<file path="src/hdl/tcw_pkg.sv">
// Package: shared types, constants and codes of the text console writer.
`default_nettype none

package tcw_pkg;

    localparam int DEF_COLUMNS = 80;
    localparam int DEF_ROWS    = 25;

    localparam int REQ_W      = 2;
    localparam int CHAR_W     = 8;
    localparam int ATTR_W     = 8;
    localparam int ROW_FLD_W  = 5;
    localparam int COL_FLD_W  = 7;
    localparam int COLOR_W    = 4;
    localparam int CELL_W     = CHAR_W + ATTR_W;
    localparam int CFG_IDX_W  = 1;
    localparam int CFG_DATA_W = COLOR_W;

    localparam logic [CHAR_W-1:0]  CH_SPACE    = 8'h20;
    localparam logic [CHAR_W-1:0]  CH_NEWLINE  = 8'h0A;
    localparam logic [COLOR_W-1:0] FG_RESET    = 4'hF;
    localparam logic [COLOR_W-1:0] BG_RESET    = 4'h0;

    localparam logic [CFG_IDX_W-1:0] REG_FG_COLOR = 1'b0;
    localparam logic [CFG_IDX_W-1:0] REG_BG_COLOR = 1'b1;

    localparam logic [REQ_W-1:0] REQ_PUT   = 2'd0;
    localparam logic [REQ_W-1:0] REQ_CLEAR = 2'd1;
    localparam logic [REQ_W-1:0] REQ_READ  = 2'd2;

    typedef enum logic [2:0] {
        ST_IDLE,
        ST_READ,
        ST_SCROLL,
        ST_DRAIN,
        ST_BLANK,
        ST_PUT,
        ST_CLEAR
    } t_state;

    typedef enum logic [2:0] {
        PTR_HOLD,
        PTR_SCROLL,
        PTR_BLANK,
        PTR_CLEAR,
        PTR_STEP
    } t_ptr_op;

    typedef enum logic [2:0] {
        MEM_NONE,
        MEM_READ_REQ,
        MEM_READ_PTR,
        MEM_WRITE_CUR,
        MEM_WRITE_PEND,
        MEM_WRITE_BLANK
    } t_mem_op;

    typedef enum logic [1:0] {
        CUR_HOLD,
        CUR_NEWLINE,
        CUR_HOME,
        CUR_PUT
    } t_cur_op;

    typedef enum logic {
        OUT_CURSOR,
        OUT_READ
    } t_out_sel;

    typedef struct packed {
        t_ptr_op  ptr_op;
        t_mem_op  mem_op;
        t_cur_op  cur_op;
        logic     latch;
        logic     out_load;
        t_out_sel out_sel;
    } t_cmd;

    typedef struct packed {
        logic out_free;
        logic newline;
        logic col_full;
        logic row_last;
        logic ptr_last;
        logic pend_char;
    } t_status;

endpackage

`default_nettype wire

</file>
<file path="src/hdl/tcw_ctrl.sv">
// Controller: request sequencing for put, scroll, clear and read.
`default_nettype none

module tcw_ctrl
    import tcw_pkg::*;
(
    input  wire logic             i_clk,
    input  wire logic             i_rst_n,
    input  wire logic             i_in_valid,
    input  wire logic [REQ_W-1:0] i_req_type,
    input  wire t_status          i_status,
    output logic                  o_ready,
    output t_cmd                  o_cmd
);

    t_state r_state;
    t_state n_state;

    always_ff @(posedge i_clk) begin
        if (!i_rst_n) begin
            r_state <= ST_IDLE;
        end else begin
            r_state <= n_state;
        end
    end

    always_comb begin
        n_state = r_state;
        o_cmd   = '{ptr_op: PTR_HOLD, mem_op: MEM_NONE, cur_op: CUR_HOLD,
                    latch: 1'b0, out_load: 1'b0, out_sel: OUT_CURSOR};
        o_ready = (r_state == ST_IDLE) && i_status.out_free;
        unique case (r_state)
            ST_IDLE: begin
                if (o_ready && i_in_valid) begin
                    o_cmd.latch = 1'b1;
                    unique case (i_req_type)
                        REQ_PUT: begin
                            if (i_status.newline) begin
                                if (i_status.row_last) begin
                                    o_cmd.cur_op = CUR_HOME;
                                    o_cmd.ptr_op = PTR_SCROLL;
                                    n_state      = ST_SCROLL;
                                end else begin
                                    o_cmd.cur_op   = CUR_NEWLINE;
                                    o_cmd.out_load = 1'b1;
                                end
                            end else if (i_status.col_full && i_status.row_last) begin
                                o_cmd.cur_op = CUR_HOME;
                                o_cmd.ptr_op = PTR_SCROLL;
                                n_state      = ST_SCROLL;
                            end else begin
                                o_cmd.mem_op   = MEM_WRITE_CUR;
                                o_cmd.cur_op   = CUR_PUT;
                                o_cmd.out_load = 1'b1;
                            end
                        end
                        REQ_CLEAR: begin
                            o_cmd.ptr_op = PTR_CLEAR;
                            n_state      = ST_CLEAR;
                        end
                        REQ_READ: begin
                            o_cmd.mem_op = MEM_READ_REQ;
                            n_state      = ST_READ;
                        end
                        default: begin
                            o_cmd.out_load = 1'b1;
                        end
                    endcase
                end
            end
            ST_READ: begin
                o_cmd.out_load = 1'b1;
                o_cmd.out_sel  = OUT_READ;
                n_state        = ST_IDLE;
            end
            ST_SCROLL: begin
                o_cmd.mem_op = MEM_READ_PTR;
                o_cmd.ptr_op = PTR_STEP;
                if (i_status.ptr_last) begin
                    n_state = ST_DRAIN;
                end
            end
            ST_DRAIN: begin
                o_cmd.ptr_op = PTR_BLANK;
                n_state      = ST_BLANK;
            end
            ST_BLANK: begin
                o_cmd.mem_op = MEM_WRITE_BLANK;
                o_cmd.ptr_op = PTR_STEP;
                if (i_status.ptr_last) begin
                    if (i_status.pend_char) begin
                        n_state = ST_PUT;
                    end else begin
                        o_cmd.out_load = 1'b1;
                        n_state        = ST_IDLE;
                    end
                end
            end
            ST_PUT: begin
                o_cmd.mem_op   = MEM_WRITE_PEND;
                o_cmd.cur_op   = CUR_PUT;
                o_cmd.out_load = 1'b1;
                n_state        = ST_IDLE;
            end
            ST_CLEAR: begin
                o_cmd.mem_op = MEM_WRITE_BLANK;
                o_cmd.ptr_op = PTR_STEP;
                if (i_status.ptr_last) begin
                    o_cmd.out_load = 1'b1;
                    n_state        = ST_IDLE;
                end
            end
            default: begin
                n_state = ST_IDLE;
            end
        endcase
    end

endmodule

`default_nettype wire

</file>
<file path="config.mk">
export PLATFORM = sky130hd
export DESIGN_NAME = tcw_ctrl
export DESIGN_NICKNAME = d
export VERILOG_FILES = /design/src/hdl/tcw_pkg.sv /design/src/hdl/tcw_ctrl.sv
export SDC_FILE = /design/constraint.sdc
export NUM_CORES = 1
export LEC_CHECK = 0
export ABC_AREA = 1
export BUFFER_PORTS_ARGS = -buffer_cell sky130_fd_sc_hd__buf_2
export CAP_MARGIN = 10
export CORE_MARGIN = 4
export CORE_UTILIZATION = 34
export DETAILED_ROUTE_END_ITERATION = 8
export PLACE_DENSITY = 0.64
export SYNTH_ARGS = -nofsm -noshare
export SYNTH_HDL_FRONTEND = slang
export SYNTH_SLANG_ARGS = --single-unit
</file>
<file path="constraint.sdc">
create_clock -name i_clk -period 1.8 [get_ports i_clk]
set_input_delay 0.36 -clock i_clk [delete_from_list [all_inputs] [get_ports i_clk]]
set_output_delay 0.36 -clock i_clk [all_outputs]
set_load 0.01 [all_outputs]
</file>
==> results.ini <==
[grt]
grt_use_total_pct=12.3
grt_pass1_wl_um=1890
grt_max_degree=9
grt_pass1_vias=485
antenna_found_initial=0
grt-ovfl-total=0

[detailed_routing]
drc=0
via_per_inst=5.02
drtIter0Drc=9
wl_per_cell_um=10.1
num_vias=592
wirelength_um=1190
ant_nets=0
drt_first_pass_iters=4

[setup_path]
critical_path.cell_chain=nor2_4 > nand2_4 > nor2_4 > nand2_4 > clkinv_2 > nand3_2 > nand3_2 > buf_2
cp.buffers_inverters=2
worstReg2RegEnd=r_state[1]
r2r_cells=7
crit_type=reg -> out
endpoint_kind=output pin
path_delay_family=simple AND/OR/NAND/NOR gates
start_kind=flip-flop
crit_required_ps=1440
cpPeakStageDelay_ps=370
cp_max_fo=8
crit_arrival_ps=1350
cp_slowest_cell=dfxtp_4
r2r-start=r_state[2]
reg2reg_slack_ps=680

[clock_network]
cts_max_path_buffers=2
path_clk_slew_ps=40
cts_buffers=3
cts_max_level=1
cts_hold_buf=0
clockRootBuffer=clkbuf_4
cts.sinks=3
clk_latency_ps=240
cts_tree=built

[sta]
slew_violations=0
clock_skew_ps=3.39
setup_viol=0
hold_viol=0
min_period_ps=1710
slew_headroom_pct=89.1
final.period_utilization_pct=94.8
rsz0062_at_grt=no
fin_setup_tns_ps=0
fmax_mhz=586
tightest_slew_ps=161

[min_path]
hold_end=r_state[1]
hold_depth=3
min_from=i_rst_n
worstHoldPathType=in -> reg

[finish]
area_growth_pct=31.7
largest_reg_flops=3
num_antenna_cells=0
stdcell_area_um2=649
drive_above_1_share_pct=44.7
fin_util_pct=48.7
final_nets=119
top_regs=r_state: 3 flops
regMostFlops=r_state

[die]
die_area_um2=2120
initial_core_util_pct=37.0
ios=23
die_w_um=46.1
rows=13
core_area_um2=1330
die_h_um=46.1

[pwr]
leakage_uw=0.000386
total_power_uw=531
vdd_ir_drop_max_uv=287
power_per_cell_area_nw_per_um2=817

[logic_synthesis]
synthesis.area_um2=493
syn_inst=77
synth_seq_cells=3
synth_fp_nets=92
ys_warn_count=0
synthDistinctLibCells=20
avgSynthCellArea_um2=6.40
synth.yosys.seq_area_share_pct=12.2

[placed_design]
io_buffers=22
hpwlAfterDp_um=1010
place_congestion=0.764
dpl-instance-area_um2=611

[run_status]
outcome=finished, final reports clean

[flow_run]
drv_cap=0

-- power by group --
part           leakage, µW  internal, µW  switching (µW)  total [µW]
sequential       0.0000256          82.1            23.9         106
combinational     0.000346           126             177         303
clock            0.0000150          83.3            38.1         121
total             0.000386           291             239         531
-- worst register-to-register path: stages, from the launching register on --
cell and delay, ps:
dfxtp_1 310, buf_4 160, o21ai_2 140, nor2_2 60
nor2_2 160, nand3_1 90, nand2_1 60, nor2_1 30
-- stage by stage --
| step | hold slack (ps) | instances | setup slack [ps] |
|---|---|---|---|
| 6_report | 348 | 118 | 93.0 |
| 4_1_cts | 352 | 118 | 51.1 |
| 5_1_grt | 378 | 118 | 3.63 |
| 2_1_floorplan | 481 | 77 | 357 |
| 3_5_place_dp | 604 | 113 | 200 |
| 3_3_place_gp | 605 | 113 | 216 |
-- layout make-up --
type | count | area [µm²]
multi-input cells | 59 | 364
clock buffers | 4 | 26.3
well taps | 15 | 18.8
flip-flops and latches | 3 | 65.1
fillers | 145 | 684
inverters | 13 | 50.0
repair buffers | 24 | 125
-- logic make-up after synthesis --
| logic type | after synthesis | synth area share (%) |
|---|---|---|
| AOI/OAI and AO/OA | 13 | 16.0 |
| DFF | 3 | 12.2 |
| adders and majority gates | 4 | 10.2 |
| and+or+nand+nor | 42 | 47.7 |
| buffers and inverters | 15 | 14.0 |
-- what timing repair did --
item / 4_1_cts / 5_1_grt
setup endpoints to repair: 2 / 3
setup buffers: 1 / 0
pin swaps: 1 / 1
gates resized for setup: 1 / 2
-- placed cells by master, fill, tap and decap left out, drive strengths merged --
cell	netlist	routed
clkbuf	0	4
ha	4	4
nor2	11	11
nand3	18	18
a21oi	5	5
nand2	13	13
buf	2	24
o21ai	7	7
o21a	1	1
dfxtp	3	3
clkinv	1	1
inv	12	12
-- worst max-delay path by stage --
stage                   from  endpoint  cells past startpoint
5_1_grt           r_state[1]  o_cmd[6]                      6
4_1_cts           r_state[1]  o_cmd[1]                      8
3_5_place_dp   i_req_type[0]  o_cmd[5]                      8
6_report          r_state[1]  o_cmd[1]                      8
2_1_floorplan     r_state[1]  o_cmd[1]                      8
3_3_place_gp   i_req_type[0]  o_cmd[5]                      8
-- per-layer routing --
| metal | track usage [%] | share of wire [%] | up-vias |
|---|---|---|---|
| met5 | 0 | 0 | - |
| met4 | 6.82 | 1.0 | 0 |
| met3 | 1.56 | 7.5 | 3 |
| met2 | 21.2 | 49 | 20 |
| met1 | 14.5 | 43 | 266 |
| li1 | - | - | 303 |
-- synthesized netlist by cell type --
library cell  count  share of area (%)
a21oi_1           4                4.1
a21oi_2           1                1.8
buf_4             1                1.5
buf_6             1                2.3
clkinv_2          1                1.0
dfxtp_1           3                 12
ha_1              4                 10
inv_1            10                7.6
inv_2             2                1.5
nand2_1          11                8.4
nand2_4           2                4.6
nand3_1          15                 15
nand3_2           3                6.1
nor2_1            5                3.8
nor2_2            4                5.1
nor2_4            2                4.6
o21a_1            1                1.5
o21ai_0           1                1.0
o21ai_1           4                4.1
o21ai_2           2                3.6
Note: power is estimated with default switching activity, not from simulation.
